--- src/isq_pkg.sv ---
// Shared types and constants for the instrument status and error queue.
// Used by every module of the block; depends on nothing else.
`default_nettype none

package isq_pkg;

   localparam int QUEUE_DEPTH = 16;
   localparam int IDX_W       = $clog2(QUEUE_DEPTH);
   localparam int CNT_W       = $clog2(QUEUE_DEPTH + 1);
   localparam int CODE_W      = 16;
   localparam int BYTE_W      = 8;
   localparam int QCOUNT_W    = 5;
   localparam int CSR_IDX_W   = 1;

   localparam logic signed [CODE_W-1:0] OVERFLOW_CODE = -16'sd350;

   localparam logic [BYTE_W-1:0] EV_COMPLETE  = 8'h01;
   localparam logic [BYTE_W-1:0] EV_QUERY     = 8'h04;
   localparam logic [BYTE_W-1:0] EV_DEVICE    = 8'h08;
   localparam logic [BYTE_W-1:0] EV_EXECUTION = 8'h10;
   localparam logic [BYTE_W-1:0] EV_COMMAND   = 8'h20;

   localparam logic [BYTE_W-1:0] STB_QUEUE   = 8'h04;
   localparam logic [BYTE_W-1:0] STB_EVENT   = 8'h20;
   localparam logic [BYTE_W-1:0] STB_SUMMARY = 8'h40;
   localparam logic [BYTE_W-1:0] STB_SUM_EXCL = 8'hBF;

   typedef enum logic [CSR_IDX_W-1:0] {
      CSR_EVENT_ENABLE   = 1'd0,
      CSR_SERVICE_ENABLE = 1'd1
   } csr_index_type;

   typedef enum logic [2:0] {
      OP_PUSH       = 3'd0,
      OP_POP        = 3'd1,
      OP_READ_CLEAR = 3'd2,
      OP_READ_STB   = 3'd3,
      OP_CLEAR      = 3'd4,
      OP_COMPLETE   = 3'd5
   } op_type;

   typedef struct packed {
      op_type                   operation;
      logic signed [CODE_W-1:0] error_code;
   } req_type;

   typedef struct packed {
      logic signed [CODE_W-1:0] popped_code;
      logic [BYTE_W-1:0]        event_status;
      logic [BYTE_W-1:0]        status_byte;
      logic [QCOUNT_W-1:0]      queue_count;
   } rsp_type;

   typedef struct packed {
      logic push;
      logic pop;
      logic clear;
   } qcmd_type;

   function automatic logic [BYTE_W-1:0] class_bit(logic signed [CODE_W-1:0] c);
      logic [BYTE_W-1:0] bits;
      bits = '0;
      if (c <= -16'sd100 && c > -16'sd200) bits = EV_COMMAND;
      else if (c <= -16'sd200 && c > -16'sd300) bits = EV_EXECUTION;
      else if (c <= -16'sd300 && c > -16'sd400) bits = EV_DEVICE;
      else if (c <= -16'sd400 && c > -16'sd500) bits = EV_QUERY;
      return bits;
   endfunction

endpackage

`default_nettype wire

--- src/isq_queue.sv ---
// Circular error queue: register store, oldest pointer and fill count.
// Depends on isq_pkg for depth, widths and the command struct.
`default_nettype none

module isq_queue
   import isq_pkg::*;
(
   input  wire logic                     clock,
   input  wire logic                     reset,
   input  wire qcmd_type                 cmd,
   input  wire logic signed [CODE_W-1:0] push_code,
   output logic signed [CODE_W-1:0]      pop_code,
   output logic [CNT_W-1:0]              count_next
);

   logic [CODE_W-1:0] store_ff [QUEUE_DEPTH];
   logic [IDX_W-1:0]  oldest_ff;
   logic [IDX_W-1:0]  oldest_in;
   logic [CNT_W-1:0]  count_ff;
   logic [CNT_W-1:0]  count_in;
   logic [IDX_W:0]    tail_sum;
   logic [IDX_W:0]    last_sum;
   logic [IDX_W-1:0]  wr_idx;
   logic [CODE_W-1:0] wr_data;
   logic              wr_en;
   logic              full;
   logic              empty;

   always_comb begin
      full  = (count_ff == CNT_W'(QUEUE_DEPTH));
      empty = (count_ff == '0);
      tail_sum = {1'b0, oldest_ff} + (IDX_W + 1)'(count_ff);
      if (tail_sum >= (IDX_W + 1)'(QUEUE_DEPTH)) begin
         tail_sum = tail_sum - (IDX_W + 1)'(QUEUE_DEPTH);
      end
      last_sum = {1'b0, oldest_ff} + (IDX_W + 1)'(QUEUE_DEPTH - 1);
      if (last_sum >= (IDX_W + 1)'(QUEUE_DEPTH)) begin
         last_sum = last_sum - (IDX_W + 1)'(QUEUE_DEPTH);
      end

      oldest_in = oldest_ff;
      count_in  = count_ff;
      wr_en     = 1'b0;
      wr_idx    = tail_sum[IDX_W-1:0];
      wr_data   = push_code;
      pop_code  = '0;

      if (cmd.clear) begin
         oldest_in = '0;
         count_in  = '0;
      end else if (cmd.push) begin
         wr_en = 1'b1;
         if (full) begin
            wr_idx  = last_sum[IDX_W-1:0];
            wr_data = OVERFLOW_CODE;
         end else begin
            count_in = count_ff + 1'b1;
         end
      end else if (cmd.pop && !empty) begin
         pop_code = store_ff[oldest_ff];
         count_in = count_ff - 1'b1;
         if (oldest_ff == IDX_W'(QUEUE_DEPTH - 1)) begin
            oldest_in = '0;
         end else begin
            oldest_in = oldest_ff + 1'b1;
         end
      end
      count_next = count_in;
   end

   always_ff @(posedge clock) begin
      if (reset) begin
         oldest_ff <= '0;
         count_ff  <= '0;
      end else begin
         oldest_ff <= oldest_in;
         count_ff  <= count_in;
      end
   end

   always_ff @(posedge clock) begin
      if (wr_en) begin
         store_ff[wr_idx] <= wr_data;
      end
   end

endmodule

`default_nettype wire

--- src/isq_status.sv ---
// Event status register, enable masks and status byte summary logic.
// Depends on isq_pkg for operation codes, register indexes and bit masks.
`default_nettype none

module isq_status
   import isq_pkg::*;
(
   input  wire logic                     clock,
   input  wire logic                     reset,
   input  wire logic                     csr_we,
   input  wire logic [CSR_IDX_W-1:0]     csr_index,
   input  wire logic [BYTE_W-1:0]        csr_data,
   input  wire logic                     valid,
   input  wire op_type                   operation,
   input  wire logic signed [CODE_W-1:0] error_code,
   input  wire logic [CNT_W-1:0]         count_next,
   output logic [BYTE_W-1:0]             event_seen,
   output logic [BYTE_W-1:0]             status_byte
);

   logic [BYTE_W-1:0] event_ff;
   logic [BYTE_W-1:0] event_in;
   logic [BYTE_W-1:0] eem_ff;
   logic [BYTE_W-1:0] sem_ff;

   always_comb begin
      event_in   = event_ff;
      event_seen = event_ff;
      if (valid) begin
         case (operation)
            OP_PUSH: begin
               event_in   = event_ff | class_bit(error_code);
               event_seen = event_in;
            end
            OP_COMPLETE: begin
               event_in   = event_ff | EV_COMPLETE;
               event_seen = event_in;
            end
            OP_READ_CLEAR, OP_CLEAR: begin
               event_in = '0;
            end
            default: begin
               event_in = event_ff;
            end
         endcase
      end

      status_byte = '0;
      if (count_next != '0) status_byte = status_byte | STB_QUEUE;
      if ((event_in & eem_ff) != '0) status_byte = status_byte | STB_EVENT;
      if ((status_byte & sem_ff & STB_SUM_EXCL) != '0) begin
         status_byte = status_byte | STB_SUMMARY;
      end
   end

   always_ff @(posedge clock) begin
      if (reset) begin
         event_ff <= '0;
         eem_ff   <= '0;
         sem_ff   <= '0;
      end else begin
         event_ff <= event_in;
         if (csr_we) begin
            unique case (csr_index_type'(csr_index))
               CSR_EVENT_ENABLE:   eem_ff <= csr_data;
               CSR_SERVICE_ENABLE: sem_ff <= csr_data;
               default:            eem_ff <= eem_ff;
            endcase
         end
      end
   end

endmodule

`default_nettype wire

--- src/instrument_status_error_queue.sv ---
// Top level of the instrument status and error queue.
// Depends on isq_pkg, isq_queue and isq_status.
//
// A request is taken at a rising clock edge with start high; busy is always
// low, so one request can be taken in every cycle. Each request carries an
// operation and an error code: push an error, pop the oldest error, read and
// clear the event status register, read the status byte, clear the status,
// or mark operation complete. Codes 6 and 7 act as a status byte read.
// Every request yields exactly one response, shown on rsp_data for one cycle
// with rsp_valid high. The request register loads at the request edge, the
// queue and status logic load the response register at the next edge, and
// the receiver takes the response from that register on rsp_data.
// Throughput is one request per cycle, set by the single pass from the
// request register to the response register. The receiver cannot stall,
// so nothing is held back. The enable masks are written through the csr_
// port at any edge with csr_we high. Reset clears the queue pointers, the
// count, the event register, both masks and all valid flags; the error store
// itself is not cleared, since an entry is only read after it is written.
`default_nettype none

module instrument_status_error_queue
   import isq_pkg::*;
(
   input  wire logic                 clock,
   input  wire logic                 reset,
   input  wire logic                 start,
   output logic                      busy,
   input  wire req_type              req_data,
   output logic                      rsp_valid,
   output rsp_type                   rsp_data,
   input  wire logic                 csr_we,
   input  wire logic [CSR_IDX_W-1:0] csr_index,
   input  wire logic [BYTE_W-1:0]    csr_data
);

   logic                     req_valid_ff;
   req_type                  req_ff;
   logic                     rsp_valid_ff;
   rsp_type                  rsp_ff;
   rsp_type                  rsp_in;
   qcmd_type                 qcmd;
   logic signed [CODE_W-1:0] pop_code;
   logic [CNT_W-1:0]         count_next;
   logic [BYTE_W-1:0]        event_seen;
   logic [BYTE_W-1:0]        status_byte;

   assign busy = 1'b0;

   always_comb begin
      qcmd = '0;
      if (req_valid_ff) begin
         unique case (req_ff.operation)
            OP_PUSH:  qcmd.push  = 1'b1;
            OP_POP:   qcmd.pop   = 1'b1;
            OP_CLEAR: qcmd.clear = 1'b1;
            default:  qcmd = '0;
         endcase
      end
   end

   isq_queue u_queue (
      .clock      (clock),
      .reset      (reset),
      .cmd        (qcmd),
      .push_code  (req_ff.error_code),
      .pop_code   (pop_code),
      .count_next (count_next)
   );

   isq_status u_status (
      .clock       (clock),
      .reset       (reset),
      .csr_we      (csr_we),
      .csr_index   (csr_index),
      .csr_data    (csr_data),
      .valid       (req_valid_ff),
      .operation   (req_ff.operation),
      .error_code  (req_ff.error_code),
      .count_next  (count_next),
      .event_seen  (event_seen),
      .status_byte (status_byte)
   );

   always_comb begin
      rsp_in.popped_code  = pop_code;
      rsp_in.event_status = event_seen;
      rsp_in.status_byte  = status_byte;
      rsp_in.queue_count  = QCOUNT_W'(count_next);
   end

   always_ff @(posedge clock) begin
      if (reset) begin
         req_valid_ff <= 1'b0;
         rsp_valid_ff <= 1'b0;
      end else begin
         req_valid_ff <= start && !busy;
         rsp_valid_ff <= req_valid_ff;
      end
   end

   always_ff @(posedge clock) begin
      req_ff <= req_data;
      rsp_ff <= rsp_in;
   end

   assign rsp_valid = rsp_valid_ff;
   assign rsp_data  = rsp_ff;

endmodule

`default_nettype wire

--- config.mk ---
export PLATFORM = sky130hd
export DESIGN_NAME = instrument_status_error_queue
export DESIGN_NICKNAME = d
export VERILOG_FILES = /design/src/isq_pkg.sv /design/src/isq_queue.sv /design/src/isq_status.sv /design/src/instrument_status_error_queue.sv
export SDC_FILE = /design/constraint.sdc
export NUM_CORES = 1
export LEC_CHECK = 0
export BUFFER_PORTS_ARGS = -buffer_cell sky130_fd_sc_hd__buf_2
export CORE_UTILIZATION = 30
export DETAILED_ROUTE_END_ITERATION = 8
export HOLD_SLACK_MARGIN = 0.06
export PLACE_DENSITY = 0.43
export SETUP_SLACK_MARGIN = 0.05
export SYNTH_ARGS = -nofsm -noshare
export SYNTH_HDL_FRONTEND = slang
export SYNTH_HIERARCHICAL = 1
export SYNTH_SLANG_ARGS = --single-unit
export TNS_END_PERCENT = 10
--- constraint.sdc ---
create_clock -name clock -period 9.3 [get_ports clock]
set_clock_uncertainty 0.15 [all_clocks]
set_input_delay 1.86 -clock clock [delete_from_list [all_inputs] [get_ports clock]]
set_output_delay 1.86 -clock clock [all_outputs]
set_load 0.01 [all_outputs]
==> out/results.md <==
| Parameter | Value | Unit |
|---|---|---|
| Run status | completed | - |
| Drc violations | 0 | - |
| Vias/cell | 4.718 | - |
| Kind of path behind the tightest hold check | flip-flop to flip-flop | - |
| Wirelength per Cell | 21.77 | um |
| Routability Congestion | 0.7180 | - |
| First drt pass iteration count | 4 | - |
| Top fanout value on the critical path | 18 | - |
| Max-cap check violation count | 0 | - |
| Worst Tran Pin Value | 1.168 | ns |
| I/O pin total | 71 | - |
| Multiplexer area fraction after synthesis | 14.13 | % |
| Area share of and/or/nand/nor cells after synthesis | 6.436 | % |
| Placeable core area | 43,460 | um^2 |
| Data required time at the worst endpoint | 9.32 | ns |
| Synth-to-layout area growth | 19.13 | % |
| Highest clock frequency the design can meet | 258.9 | MHz |
| Async set or reset register ratio after synthesis | 0 | % |
| RSZ-0062 raised after global routing | no | - |
| Synthesized area divided by synthesized cell count | 17.64 | um^2 |
| Total overflow reported by the global router | 0 | - |
| Placement-stage cell area | 14,540 | um^2 |
| Number of antenna repair diodes | 0 | - |
| P per Cell Area | 208.5 | nW/um^2 |
| Flip-flop and latch count after synthesis | 345 | - |
| Wire length of the first global-routing pass | 47,410 | um |
| Setup violators final | 0 | - |
| Worst slack after detailed placement | 5.337 | ns |
| Number of port buffers | 69 | - |
| Endpoint class of the critical path | flip-flop | - |
| Final instance area | 15,890 | um^2 |
| Number of clock buffers inserted by TritonCTS | 41 | - |
| Synthesized-area fraction occupied by xor and xnor cells | 0.5254 | % |
| Resized Gates After CTS | 0 | - |
| Die Y-Extent | 212.8 | um |
| H-tree levels | 2 | - |
| Complex-gate fraction of the synthesized area | 4.748 | % |
| Sum of negative setup slack | 0 | ns |
| TritonCTS clock tree | yes | - |
| Count of pins over their slew limit | 0 | - |
| Lkg Pwr | 5.145 | nW |
| Starting Density | 30.69 | % |
| Rel. slew slack | 22.12 | % |
| Critical Path AT | 3.88 | ns |
| Die boundary width | 212.8 | um |
| Number of buffers inserted by hold repair at cts | 0 | - |
| Drt first-iter violations | 398 | - |
| Post-detailed-placement half-perimeter wirelength | 19,590 | um |
| Wire length on met1 | 14,200 | um |
| Initial antenna violation count | 1 | - |
| Detail Route met2 WL | 15,320 | um |
| Number of synthesized flops with an enable pin | 256 | - |
| Unique cell type count in the Yosys netlist | 69 | - |
| Part of the Yosys area used for sequential elements | 71.01 | % |
| Synthesized instance count | 756 | - |
| Worst voltage drop across the vdd grid | 0.1313 | mV |
| Top layer reached by signal wires | met4 | - |
| Max Buffers Root-to-Sink | 3 | - |
| Largest net degree at the start of global routing | 65 | - |
| Post-route antenna net violation count | 0 | - |
| Total global-route track usage | 14.50 | % |
| Number of rows in the core area | 76 | - |
| Wire length after detailed routing | 31,610 | um |
| Final Cycle Share | 41.53 | % |
| Clock slew at the register clock pins of the worst setup and hold paths | 0.05 | ns |
| Setup WS post-layout | 5.438 | ns |
| # nets final | 874 | - |
| Startpoint Class | flip-flop | - |
| Latest clock arrival within the worst-skew pair | 0.55 | ns |
| Prevailing post-synth register cell | edfxtp_1 | - |
| Die footprint | 45,300 | um^2 |
| Post-CTS setup repair buffer count | 0 | - |
| Synth warn | 6 | - |
| Overall via count from detail_route | 6,851 | - |
| Total count of hold-check failures in the final report | 0 | - |
| Final Critical Period | 3.862 | ns |
| Largest family of logic cells by synthesized area | multiplexers | - |
| Via count of the first global-routing pass | 7,132 | - |
| Fraction of layout instances using a drive strength above 1 | 30.80 | % |
| Total clock sinks | 345 | - |
| Synthesized-area fraction occupied by adder cells | 0.8069 | % |
| Critical path start-end classification | flip-flop to flip-flop | - |
| Total standard cell area after synthesis | 13,340 | um^2 |
| Root buffer cell | clkbuf_16 | - |
| Total met3 wirelength after detailed routing | 1395 | um |
-- through the flow --
| step | util (%) | hold slack, ns | std cells | power [mW] |
|---|---|---|---|---|
| floorplan | - | 0.2677 | 760 | 1.735 |
| global placement | 33.45 | 0.2205 | 1376 | 1.767 |
| detailed placement | 33.45 | 0.2197 | 1376 | 1.767 |
| CTS | 36.56 | 0.2264 | 1452 | 3.373 |
| global route | 36.56 | 0.2349 | 1452 | 3.431 |
| finish | 36.56 | 0.2263 | 1452 | 3.313 |
-- flip-flops by register name (all words and copies together), names as in the netlist, named ones only --
| register | flops |
|---|---|
| u_queue/store_ff | 256 |
| rsp_data | 37 |
| req_ff | 19 |
| u_status/eem_ff | 8 |
| u_status/event_ff | 8 |
| u_queue/count_ff | 5 |
| u_queue/oldest_ff | 4 |
| u_status/sem_ff | 2 |
| req_valid_ff | 1 |
| rsp_valid | 1 |
-- Yosys cell counts, drive strengths merged (11+ instances only) --
cell	number	share of area, %
mux2	18	1.5
clkbuf	16	0.45
dfxtp	89	13
nor2	24	0.68
nand3	17	0.68
buf	29	1.5
o32ai	16	1.1
and2	16	0.75
mux2i	24	1.8
inv	11	0.31
edfxtp	256	58
nand2	29	1.1
nand2b	11	0.52
o21ai	22	1.1
mux4	64	11
a21oi	14	0.53
-- cell type report --
class                      count  area (um^2)
inverter                      11        41.29
sequential                   345         9475
multi-input combinational    359         3891
tap                          585        732.0
clock buffer                  57         1152
clock inverter                19        196.4
timing repair buffer          76        397.9
fill                        4095        27570
-- power breakdown --
group / switching (mW) / internal (mW)
combinational: 0.0412 / 0.0191
clock: 0.626 / 0.954
sequential: 0.0107 / 1.66
-- logic make-up after synthesis --
kind of cell / Yosys count
mux: 106
other cells: 2
simple gates: 147
compound gates: 84
xor+xnor: 8
fa+ha+maj: 8
flops: 345
buf+inv: 56
-- worst max-delay path: stages (launching register included) --
cell     delay [ns]
dfxtp_1        0.37
nor4b_2        0.78
nor2b_1        0.32
nand3_1        0.56
or3_1          0.72
o32ai_4        0.58
-- metal layers --
| layer | up-vias | track usage, % |
|---|---|---|
| met4 | 0 | 5.036 |
| li1 | 3160 | - |
| met2 | 128 | 23.24 |
| met3 | 48 | 2.471 |
| met5 | - | 0 |
| met1 | 3515 | 19.81 |
-- placed cells by master (no fill, tap or decap), types with 5 or more instances in the layout --
cell / count
dfxtp_1: 86
buf_4: 7
buf_2: 69
clkbuf_1: 11
inv_1: 11
nand2b_1: 11
nor2b_1: 5
mux2_2: 18
a21oi_1: 14
conb_1: 6
clkinv_2: 5
and2_1: 16
clkbuf_16: 43
nand3_1: 16
o32ai_4: 16
mux2i_1: 24
edfxtp_1: 256
nor3_1: 6
nand2_1: 18
mux4_2: 64
ha_1: 7
or3_1: 6
and3_1: 6
clkinv_1: 7
o21ai_0: 12
o21ai_2: 10
nand2_2: 10
nor2_1: 24
nand3b_1: 5
-- final timing paths --
kind	from	to	slack (ns)	cells past startpoint
hold / removal	u_status/event_ff[7]$_SDFF_PP0_	rsp_data[20]$_DFF_P_	0.23	0
hold reg to reg	u_status/event_ff[7]$_SDFF_PP0_	rsp_data[20]$_DFF_P_	0.23	0
setup / recovery	req_ff[17]$_DFF_P_	u_queue/store_ff[11][4]$_DFFE_PP_	5.44	5
setup reg to reg	req_ff[17]$_DFF_P_	u_queue/store_ff[11][4]$_DFFE_PP_	5.44	5
No activity file was read; power rests on OpenSTA's default activity.
